### src/hw/rtl/vne_ram.sv
`default_nettype none
module vne_ram #(
  parameter int unsigned WIDTH = 8,
  parameter int unsigned DEPTH = 16
) (
  input  wire logic                     clk,
  input  wire logic                     we,
  input  wire logic [$clog2(DEPTH)-1:0] waddr,
  input  wire logic [WIDTH-1:0]         wdata,
  input  wire logic [$clog2(DEPTH)-1:0] raddr,
  output logic      [WIDTH-1:0]         rdata
);

  logic [WIDTH-1:0] mem [DEPTH];

  always_ff @(posedge clk) begin
    if (we) begin
      mem[waddr] <= wdata;
    end
    rdata <= mem[raddr];
  end

endmodule
`default_nettype wire

### config.mk
export PLATFORM = sky130hd
export DESIGN_NAME = vne_ram
export DESIGN_NICKNAME = d
export VERILOG_FILES = /design/src/hw/rtl/vne_ram.sv
export SDC_FILE = /design/constraint.sdc
export NUM_CORES = 1
export LEC_CHECK = 0
export BUFFER_PORTS_ARGS = -buffer_cell sky130_fd_sc_hd__buf_4
export CAP_MARGIN = 20
export CORE_AREA = 8 8 126 128
export CTS_BUF_LIST = sky130_fd_sc_hd__clkbuf_4
export DETAILED_ROUTE_END_ITERATION = 7
export DIE_AREA = 0 0 134 136
export PLACE_DENSITY = 0.61
export SLEW_MARGIN = 20
export SYNTH_ARGS = -nofsm -noshare
export SYNTH_HDL_FRONTEND = slang
export SYNTH_SLANG_ARGS = --single-unit
### constraint.sdc
create_clock -name clk -period 3.5 [get_ports clk]
set_input_delay 0.7 -clock clk [delete_from_list [all_inputs] [get_ports clk]]
set_output_delay 0.7 -clock clk [all_outputs]
set_load 0.03 [all_outputs]
-- Word-level counts from Yosys, hierarchy flattened
Memories as Yosys holds them, arrays and structs flattened. A register that Yosys moved wholly into a read port is not among the register bits.
Cells that the tools add are included.
Widths: inputs -> output; s select.
- flip-flop bits (word level): 0
- bits in writable memories: 128
- bits of input ports: 18
- output and inout port bits: 8
- word-level logic and storage cells: 3
- memories: 1
- mux-type cells: 2
- memory list (name ; depth ; bits a word ; read ports ; clocked after Yosys merged registers in ; wr ports ; RTL line ; text):
    mem ; 16 ; 8 ; 1 ; 1 ; 1 ; 14 ; logic [WIDTH-1:0] mem [DEPTH];
- operators with widths (cell ; count):
    $mux 1 ; 2

-- Logic depth before layout (Yosys ltp)
Gate-level depths: netlist (run 1).
- word-level depth: 2
- mapped depth: 5
- mapped depth without buffers: 3

-- Worst setup path after synthesis (run 1)
OpenSTA, ideal clock, no wires.
- kind: input to register
- start: input waddr[2]
- end: memory mem[0][0], enable pin
- setup time: 0.383 ns
- arrival: 1.810 ns
- required time: 3.117 ns
- setup slack: 1.307 ns
- stages on the path: 2
- path buffers: 0
- cell sequence: or3b_2 -> nor3_1
- RTL lines (what ; RTL line ; text):
    start: declaration ; 8 ; input wire logic [$clog2(DEPTH)-1:0] waddr,
    end: declaration ; 14 ;
Straight into the memory's write port.

==> results.sh, run 1 <==
export IMPL_routabilityCongestion=0.731
export IMPL_r2r_start="mem[9][4]"
export IMPL_grt_pass1_vias=2524
export IMPL_io_buffers=25
export IMPL_clock_path_buffers=2
export IMPL_die_h_um=136
export IMPL_die_w_um=134
export IMPL_fin_ws_ns=1.59
export IMPL_slew_violations=0
export IMPL_ant_nets=0
export IMPL_cp_arrival_ns=2.28
export IMPL_endpoint_kind="flip-flop"
export IMPL_cts_buffers=17
export IMPL_skew_ns=0.0144
export IMPL_num_vias=2400
export IMPL_final_core_util_pct=41.3
export IMPL_drt_initial_drc_count=177
export IMPL_drt_wl_total_um=10100
export IMPL_synth_simple_area_share_pct=3.18
export IMPL_gr_total_overflow=0
export IMPL_crit_chain="buf_4, mux4_1, a22oi_1, nand2_1"
export IMPL_antenna_found_initial=0
export IMPL_hold_buffers=0
export IMPL_crit_required_ns=3.87
export IMPL_wire_per_inst_um=21.7
export IMPL_synthesis_nets=247
export IMPL_synth_xor_area_share_pct=0
export IMPL_viasPerCell=5.17
export IMPL_area_growth_pct=12.5
export IMPL_clk_pin_slew_ns=0.11
export IMPL_layoutNonFillerInstCount=464
export IMPL_coreArea_um2=14000
export IMPL_post_place_cells=433
export IMPL_power_internal_mw=2.39
export IMPL_max_slew_margin_pct=34.3
export IMPL_timing_rr_end="rdata[4]"
export IMPL_pwr_share_comb_pct=6.3
export IMPL_ys_seq_area_share_pct=77.8
export IMPL_max_cap_violations=0
export IMPL_dp_slack_ns=1.04
export IMPL_finalSetupViolations=0
export IMPL_power_density_nw_per_um2=524
export IMPL_grt_pass1_wl_um=15600
export IMPL_place_area_um2=5520
export IMPL_synth_top_family_by_area="multiplexers"
export IMPL_cts_sinks=136
export IMPL_cts_resized=0
export IMPL_final_area_um2=5790
export IMPL_grt_max_degree=33
export IMPL_rows=44
export IMPL_crit_path_start_kind="input pin"
export IMPL_insertion_delay_ns=0.49
export IMPL_status="complete, no violations"
export IMPL_crit_path_max_fanout=32
export IMPL_vdd_ir_drop_worst_mv=0.333
export IMPL_cts_tree="done"
export IMPL_rsz0062_at_grt="false"
export IMPL_synth_compound_area_share_pct=2.33
export IMPL_min_path_type="in2reg"
export IMPL_fmax_mhz=525
export IMPL_synth_fa_ha_area_share_pct=0
export IMPL_power_share_sequential_pct=60.3
export IMPL_netlist_instances=229
export IMPL_dpl_hpwl_um=6380
export IMPL_worstSetupEndpoint="rdata[4]"
export IMPL_syn_area_um2=5150
export IMPL_worstMarginPinSlew_ns=0.982
export IMPL_ys_ff_latch=136
export IMPL_fin_crit_ns=1.91
export IMPL_power_switching_share_pct=21.4
export IMPL_slowest_delay_ns=0.64
export IMPL_cts_setup_buffers=0
export IMPL_syn_avg_cell_area_um2=22.5
export IMPL_critPathLaunch="raddr[0]"
export IMPL_reg2regPathDepth=3
export IMPL_layout_nets=286
export IMPL_ys_types=19
export IMPL_drt_pass1_iter_count=4
export IMPL_grtUsageTotal_pct=11.9
export IMPL_drive_above_1_share_pct=26.8
export IMPL_yosys_warnings=0
export IMPL_drc_errors=0
export IMPL_die_area_um2=18200
export IMPL_power_leakage_nw=1.89
export IMPL_initial_core_util_pct=36.7
export IMPL_slowest_stage="mux4_1"
export IMPL_rrSetupSlack_ns=2.05
export IMPL_final_setup_tns_ns=0
export IMPL_muxShareOfSynthArea_pct=15.0
export IMPL_clock_power_share_pct=33.4
export IMPL_p_sw_mw=0.649
export IMPL_num_antenna_cells=0
export IMPL_root_buffer="clkbuf_4"
export IMPL_htree_levels=4
export IMPL_finalHoldViolations=0
export IMPL_ios=26
export IMPL_critical_path_class="in2reg"
export IMPL_finalCritPeriodShare_pct=54.4
cell usage in the layout, fill, tap and decap left out:
master      instances
dfxtp_1             8
nand2_1             9
nand2b_1            2
clkbuf_4           19
mux4_1             14
nand3b_1            2
clkinv_2            2
buf_4              30
and2_1              1
nor2b_1             1
and2b_1             1
clkinvlp_4          2
nor2_1             13
mux4_2             18
edfxtp_1          128
clkinv_1            5
a22oi_1            16
nor3_1              4
nand3_1             1
bufinv_16           3
or3b_2              1
cells in the mapped netlist:
library cell	count	area, µm²
edfxtp_1	128	3840
mux4_2	18	405
a22oi_1	16	120
mux4_1	14	368
nor2_1	13	48.8
nand2_1	9	33.8
dfxtp_1	8	160
nor3_1	4	20.0
buf_2	3	15.0
buf_6	3	33.8
clkdlybuf4s25_2	3	30.0
nand2b_1	2	12.5
nand3b_1	2	15.0
and2_1	1	6.26
and2b_1	1	7.51
buf_4	1	7.51
nand3_1	1	5.00
nor2b_1	1	6.26
or3b_2	1	8.76
worst min path at each step:
stage	from	end	slack, ns	cells past startpoint
6_report	wdata[6]	mem[2][6]	0.50	1
5_1_grt	wdata[6]	mem[15][6]	0.45	1
4_1_cts	wdata[6]	mem[15][6]	0.46	1
3_5_place_dp	mem[12][2]	rdata[2]	0.66	3
3_3_place_gp	mem[15][2]	rdata[2]	0.65	3
2_1_floorplan	mem[7][0]	rdata[0]	0.63	3
cell families after synthesis:
group,Yosys count
compound gates,16
buf+inv,10
flops,136
mux,32
simple gates,35
power by group through the flow:
stage	registers [mW]	logic, mW	clock network [mW]
2_1_floorplan	1.88	0.0924	0
6_report	1.83	0.192	1.01
5_1_grt	1.84	0.209	1.10
3_3_place_gp	1.87	0.192	0
3_5_place_dp	1.87	0.195	0
4_1_cts	1.83	0.196	1.03
registers in the layout (all words and copies together), names as in the netlist:
signal  cells
mem       128
rdata       8
worst max-delay path, delay by kind of cell:
| family | cells | cell delay [ns] |
|---|---|---|
| AO/OA/AOI/OAI | 1 | 0.35 |
| buffers and inverters | 1 | 0.46 |
| multiplexers | 1 | 0.64 |
| AND/OR/NAND/NOR | 1 | 0.09 |
metal layers:
layer | part of all wire (%) | wire (µm) | vias up | GRT usage (%)
li1 | - | - | 1051 | -
met1 | 45 | 4500 | 1255 | 15.6
met2 | 46 | 4660 | 85 | 17.8
met3 | 8.2 | 827 | 9 | 4.88
met4 | 0.86 | 87 | 0 | 3.37
met5 | 0 | 0 | - | 0
metrics by stage:
step | total power, mW | hold slack, ns
finish | 3.04 | 0.498
detailed placement | 2.06 | 0.662
global route | 3.14 | 0.451
CTS | 3.06 | 0.456
floorplan | 1.98 | 0.629
global placement | 2.06 | 0.650
area by class of cell:
class,count,area [µm²]
multi-input combinational,83,1060
tap,184,230
sequential,136,4000
clock inverter,12,134
timing repair buffer,30,225
clock buffer,19,143
fill,1244,8250
No activity file was read; power rests on OpenSTA's default activity.
==> run 2: changes to the inputs <==
- clock period: 3.5 -> 1.8 ns (I/O delays scaled with it)
==> run 2 against run 1 <==
Worst setup slack worse by 1.3 ns. Sequential share of layout area is 1.6 points lower. Die area unchanged. Critical path depth shrank 3. Cell count rose by 4.3%. Sequential power increased by 95%. Wire length barely moved. Clock-buffer cell count up 4. Power increased by 83%. Via count grew 3.3%. Critical path type is now reg2out. Largest power group unchanged.
==> results.sh, run 2 (synthesis gave the netlist of run 1 again) <==
export IMPL_endpoint_kind="output port"
export IMPL_largest_register_ffs=128
export IMPL_io_buffers=25
export IMPL_cp_depth=1
export IMPL_crit_required_ns=1.44
export IMPL_coreArea_um2=14000
export IMPL_hold_depth=1
export IMPL_gr_total_overflow=0
export IMPL_finalCritPeriodShare_pct=82.2
export IMPL_antenna_found_initial=0
export IMPL_min_path_type="in2reg"
export IMPL_grt_max_degree=17
export IMPL_slowest_delay_ns=0.40
export IMPL_cts_tree="done"
export IMPL_power_internal_mw=4.31
export IMPL_clk_pin_slew_ns=0.11
export IMPL_fmax_mhz=676
export IMPL_clock_power_share_pct=28.5
export IMPL_grt_pass1_vias=2627
export IMPL_area_growth_pct=15.1
export IMPL_status="complete, no violations"
export IMPL_die_h_um=136
export IMPL_root_buffer="clkbuf_4"
export IMPL_fin_ws_ns=0.320
export IMPL_register_area_um2=4000
export IMPL_fillers=1266
export IMPL_drive_above_1_share_pct=31.7
export IMPL_final_cell_mix="edfxtp_1 (128), buf_4 (46), clkbuf_4 (23), mux4_2 (18), a22oi_1 (16)"
export IMPL_num_vias=2478
export IMPL_power_density_nw_per_um2=935
export IMPL_power_share_sequential_pct=64.1
export IMPL_rows=44
export IMPL_crit_path_max_fanout=1
export IMPL_vdd_ir_drop_worst_mv=0.551
export IMPL_critical_path_class="reg2out"
export IMPL_drc_errors=0
export IMPL_rsz0062_at_grt="false"
export IMPL_cp_num_buf_inv=1
export IMPL_dpl_hpwl_um=6700
export IMPL_grtUsageTotal_pct=11.9
export IMPL_grt_pass1_wl_um=15500
export IMPL_power_switching_share_pct=22.2
export IMPL_ant_nets=0
export IMPL_layout_nets=306
export IMPL_cts_resized=0
export IMPL_reg2regPathDepth=3
export IMPL_insertion_delay_ns=0.53
export IMPL_die_w_um=134
export IMPL_worstMarginPinSlew_ns=0.389
export IMPL_drt_initial_drc_count=166
export IMPL_cp_arrival_ns=1.12
export IMPL_regMostFlops="mem"
export IMPL_multi_input_area_um2=1060
export IMPL_final_common_cell="edfxtp_1"
export IMPL_crit_family="flip-flops"
export IMPL_finalHoldViolations=0
export IMPL_fin_crit_ns=1.48
export IMPL_dp_slack_ns=0.0323
export IMPL_final_core_util_pct=42.2
export IMPL_cts_sinks=136
export IMPL_ios=26
export IMPL_num_antenna_cells=0
export IMPL_routabilityCongestion=0.754
export IMPL_htree_levels=4
export IMPL_die_area_um2=18200
export IMPL_crit_path_start_kind="flip-flop"
export IMPL_max_cap_violations=0
export IMPL_drt_pass1_iter_count=4
export IMPL_clock_path_buffers=2
export IMPL_viasPerCell=5.12
export IMPL_pwr_share_comb_pct=7.4
export IMPL_hold_buffers=0
export IMPL_cts_buffers=17
export IMPL_skew_ns=0.0121
export IMPL_slew_violations=0
export IMPL_max_slew_margin_pct=74.1
export IMPL_finalSetupViolations=0
export IMPL_crit_chain="buf_4"
export IMPL_p_sw_mw=1.23
export IMPL_cts_setup_buffers=0
export IMPL_final_setup_tns_ns=0
export IMPL_slowest_stage="dfxtp_1"
export IMPL_wire_per_inst_um=20.8
export IMPL_drt_wl_total_um=10100
export IMPL_initial_core_util_pct=36.7
export IMPL_power_leakage_nw=1.99
export IMPL_largest_registers="mem x128, rdata x8"
## run 2: final timing paths
check	start	end	slack [ns]
min	wdata[4]	mem[8][4]	0.13
min reg2reg	mem[12][7]	rdata[7]	0.69
max reg2reg	mem[0][2]	rdata[2]	0.41
max	rdata[5]	rdata[5]	0.32
## run 2: power groups by stage
stage | sequential, mW | combinational, mW | clock [mW]
6_report | 3.56 | 0.410 | 1.58
5_1_grt | 3.56 | 0.439 | 1.76
4_1_cts | 3.56 | 0.416 | 1.64
3_5_place_dp | 3.63 | 0.416 | 0
3_3_place_gp | 3.63 | 0.409 | 0
2_1_floorplan | 3.66 | 0.180 | 0
## run 2: cell type report
class | instances | share of cell area (%)
repair buffers | 50 | 7.18
clock buffers | 23 | 2.91
flip-flops and latches | 136 | 67.6
clock inverters | 8 | 0.549
multi-input cells | 83 | 17.9
well taps | 184 | 3.88
## run 2: routing by layer
metal / global-route usage, % / wire length (µm) / vias up
met4: 5.05 / 176 / 0
li1: - / - / 1091
met3: 3.84 / 621 / 16
met1: 15.9 / 4610 / 1286
met5: 0 / 0 / -
met2: 17.6 / 4670 / 85
## run 2: per-stage QoR
step | hold slack, ns | power, mW | std cells | cell area [µm²]
final | 0.130 | 5.54 | 484 | 5930
after global routing | 0.0919 | 5.77 | 484 | 5930
after CTS | 0.0906 | 5.61 | 484 | 5930
after detailed placement | 0.658 | 4.05 | 453 | 5720
after global placement | 0.652 | 4.04 | 453 | 5720
after floorplan | 0.459 | 3.84 | 229 | 5150
==> run 3: changes to the inputs <==
- PLACE_DENSITY: 0.61 -> 0.63
- clock period: 1.8 -> 1.34 ns (I/O delays scaled with it)
==> run 3 against run 2 <==
Clock power is 80% higher. Register-to-register slack worse by 0.35 ns. Critical path depth is 2 higher. Global-route usage is 0.42 points lower. Clock skew hardly changed. Largest power group unchanged.
==> results.sh, run 3 (synthesis gave the netlist of run 1 again) <==
export IMPL_layout_nets=314
export IMPL_clock_power_share_pct=34.5
export IMPL_pwr_share_comb_pct=7.4
export IMPL_grtUsageTotal_pct=11.5
export IMPL_status="complete, no violations"
export IMPL_fin_ws_ns=0.0576
export IMPL_endpoint_kind="flip-flop"
export IMPL_power_density_nw_per_um2=1330
export IMPL_power_internal_mw=6.55
export IMPL_cts_setup_buffers=0
export IMPL_crit_chain="mux4_1, a22oi_2, nand2_1"
export IMPL_crit_path_start_kind="flip-flop"
export IMPL_crit_required_ns=1.73
export IMPL_min_path_type="in2reg"
export IMPL_power_leakage_nw=2.07
export IMPL_grt_pass1_wl_um=15200
export IMPL_die_w_um=134
export IMPL_p_sw_mw=1.69
export IMPL_routabilityCongestion=0.727
export IMPL_cp_arrival_ns=1.67
export IMPL_viasPerCell=4.93
export IMPL_slew_violations=0
export IMPL_grt_max_degree=17
export IMPL_dpl_hpwl_um=6900
export IMPL_fmax_mhz=780
export IMPL_worstMarginPinSlew_ns=0.916
export IMPL_num_antenna_cells=0
export IMPL_crit_family="multiplexers"
export IMPL_io_buffers=25
export IMPL_num_vias=2431
export IMPL_final_setup_tns_ns=0
export IMPL_clk_pin_slew_ns=0.11
export IMPL_drt_wl_total_um=9920
export IMPL_final_cell_mix="edfxtp_1 (128), buf_4 (45), mux4_2 (25), clkbuf_4 (20), nor2_1 (10)"
export IMPL_area_growth_pct=20.4
export IMPL_grt_pass1_vias=2646
export IMPL_finalHoldViolations=0
export IMPL_clock_path_buffers=2
export IMPL_power_share_sequential_pct=58.1
export IMPL_cp_num_buf_inv=0
export IMPL_cts_sinks=136
export IMPL_coreArea_um2=14000
export IMPL_final_core_util_pct=44.1
export IMPL_finalCritPeriodShare_pct=95.7
export IMPL_final_common_cell="edfxtp_1"
export IMPL_skew_ns=0.0121
export IMPL_cts_buffers=17
export IMPL_power_switching_share_pct=20.5
export IMPL_gr_total_overflow=0
export IMPL_slowest_stage="mux4_1"
export IMPL_rsz0062_at_grt="true"
export IMPL_initial_core_util_pct=36.7
export IMPL_ant_nets=0
export IMPL_antenna_found_initial=0
export IMPL_critical_path_class="reg2reg"
export IMPL_insertion_delay_ns=0.50
export IMPL_htree_levels=4
export IMPL_cts_tree="done"
export IMPL_die_h_um=136
export IMPL_wire_per_inst_um=20.1
export IMPL_vdd_ir_drop_worst_mv=0.423
export IMPL_ios=26
export IMPL_die_area_um2=18200
export IMPL_finalSetupViolations=0
export IMPL_total_power_mw=8.24
export IMPL_dp_slack_ns=-0.318
export IMPL_regMostFlops="mem"
export IMPL_max_cap_violations=0
export IMPL_largest_registers="mem x128, rdata x8"
export IMPL_largest_register_ffs=128
export IMPL_slowest_delay_ns=0.53
export IMPL_max_slew_margin_pct=38.7
export IMPL_drt_initial_drc_count=150
export IMPL_crit_path_max_fanout=1
export IMPL_hold_ws_ns=0.0549
export IMPL_drt_pass1_iter_count=4
export IMPL_root_buffer="clkbuf_4"
export IMPL_fin_crit_ns=1.28
export IMPL_drive_above_1_share_pct=43.4
export IMPL_drc_errors=0
export IMPL_rows=44
-- run 3: cell count changes in the layout (fill, tap and decap cells not counted), sizes merged --
cell / change
clkbuf: -3
bufinv: +4
buf: +8
-- run 3: final timing paths --
path	slack (ns)	startpoint	cells past startpoint	end
max	0.06	mem[9][3]	3	rdata[3]
min	0.05	wdata[7]	1	mem[5][7]
max reg2reg	0.06	mem[9][3]	3	rdata[3]
min reg2reg	0.68	mem[12][1]	3	rdata[1]
-- run 3: cell type report --
cell class | count | area (µm²)
Multi-Input combinational cell | 83 | 1110
Clock buffer | 20 | 150
Clock inverter | 12 | 156
Tap cell | 184 | 230
Timing Repair Buffer | 58 | 537
Fill cell | 1205 | 7840
Sequential cell | 136 | 4010
-- run 3: routing by layer --
| layer | global-route usage [%] | part of all wire [%] | vias up |
|---|---|---|---|
| li1 | - | - | 1100 |
| met3 | 4.07 | 5.4 | 5 |
| met4 | 4.62 | 0.73 | 0 |
| met2 | 18.3 | 50 | 60 |
| met5 | 0 | 0 | - |
| met1 | 14.1 | 44 | 1266 |
-- run 3: through the flow --
stage / instance area [µm²] / cells
CTS: 6140 / 493
global route: 6200 / 493
detailed placement: 5810 / 461
global placement: 5810 / 461
finish: 6200 / 493
floorplan: 5190 / 229
-- run 3: power by group through the flow --
stage | combinational [mW] | sequential (mW) | clock, mW
2_1_floorplan | 0.264 | 4.92 | 0
3_3_place_gp | 0.567 | 4.87 | 0
3_5_place_dp | 0.581 | 4.88 | 0
4_1_cts | 0.590 | 4.79 | 2.91
5_1_grt | 0.653 | 4.80 | 3.09
6_report | 0.608 | 4.79 | 2.84
-- run 3: what timing repair did --
| item | CTS | global route |
|---|---|---|
| pin swaps | 0 | 1 |
| resized for setup | 8 | 13 |
| setup endpoints to repair | 4 | 11 |
| hold buffers | 0 | 0 |
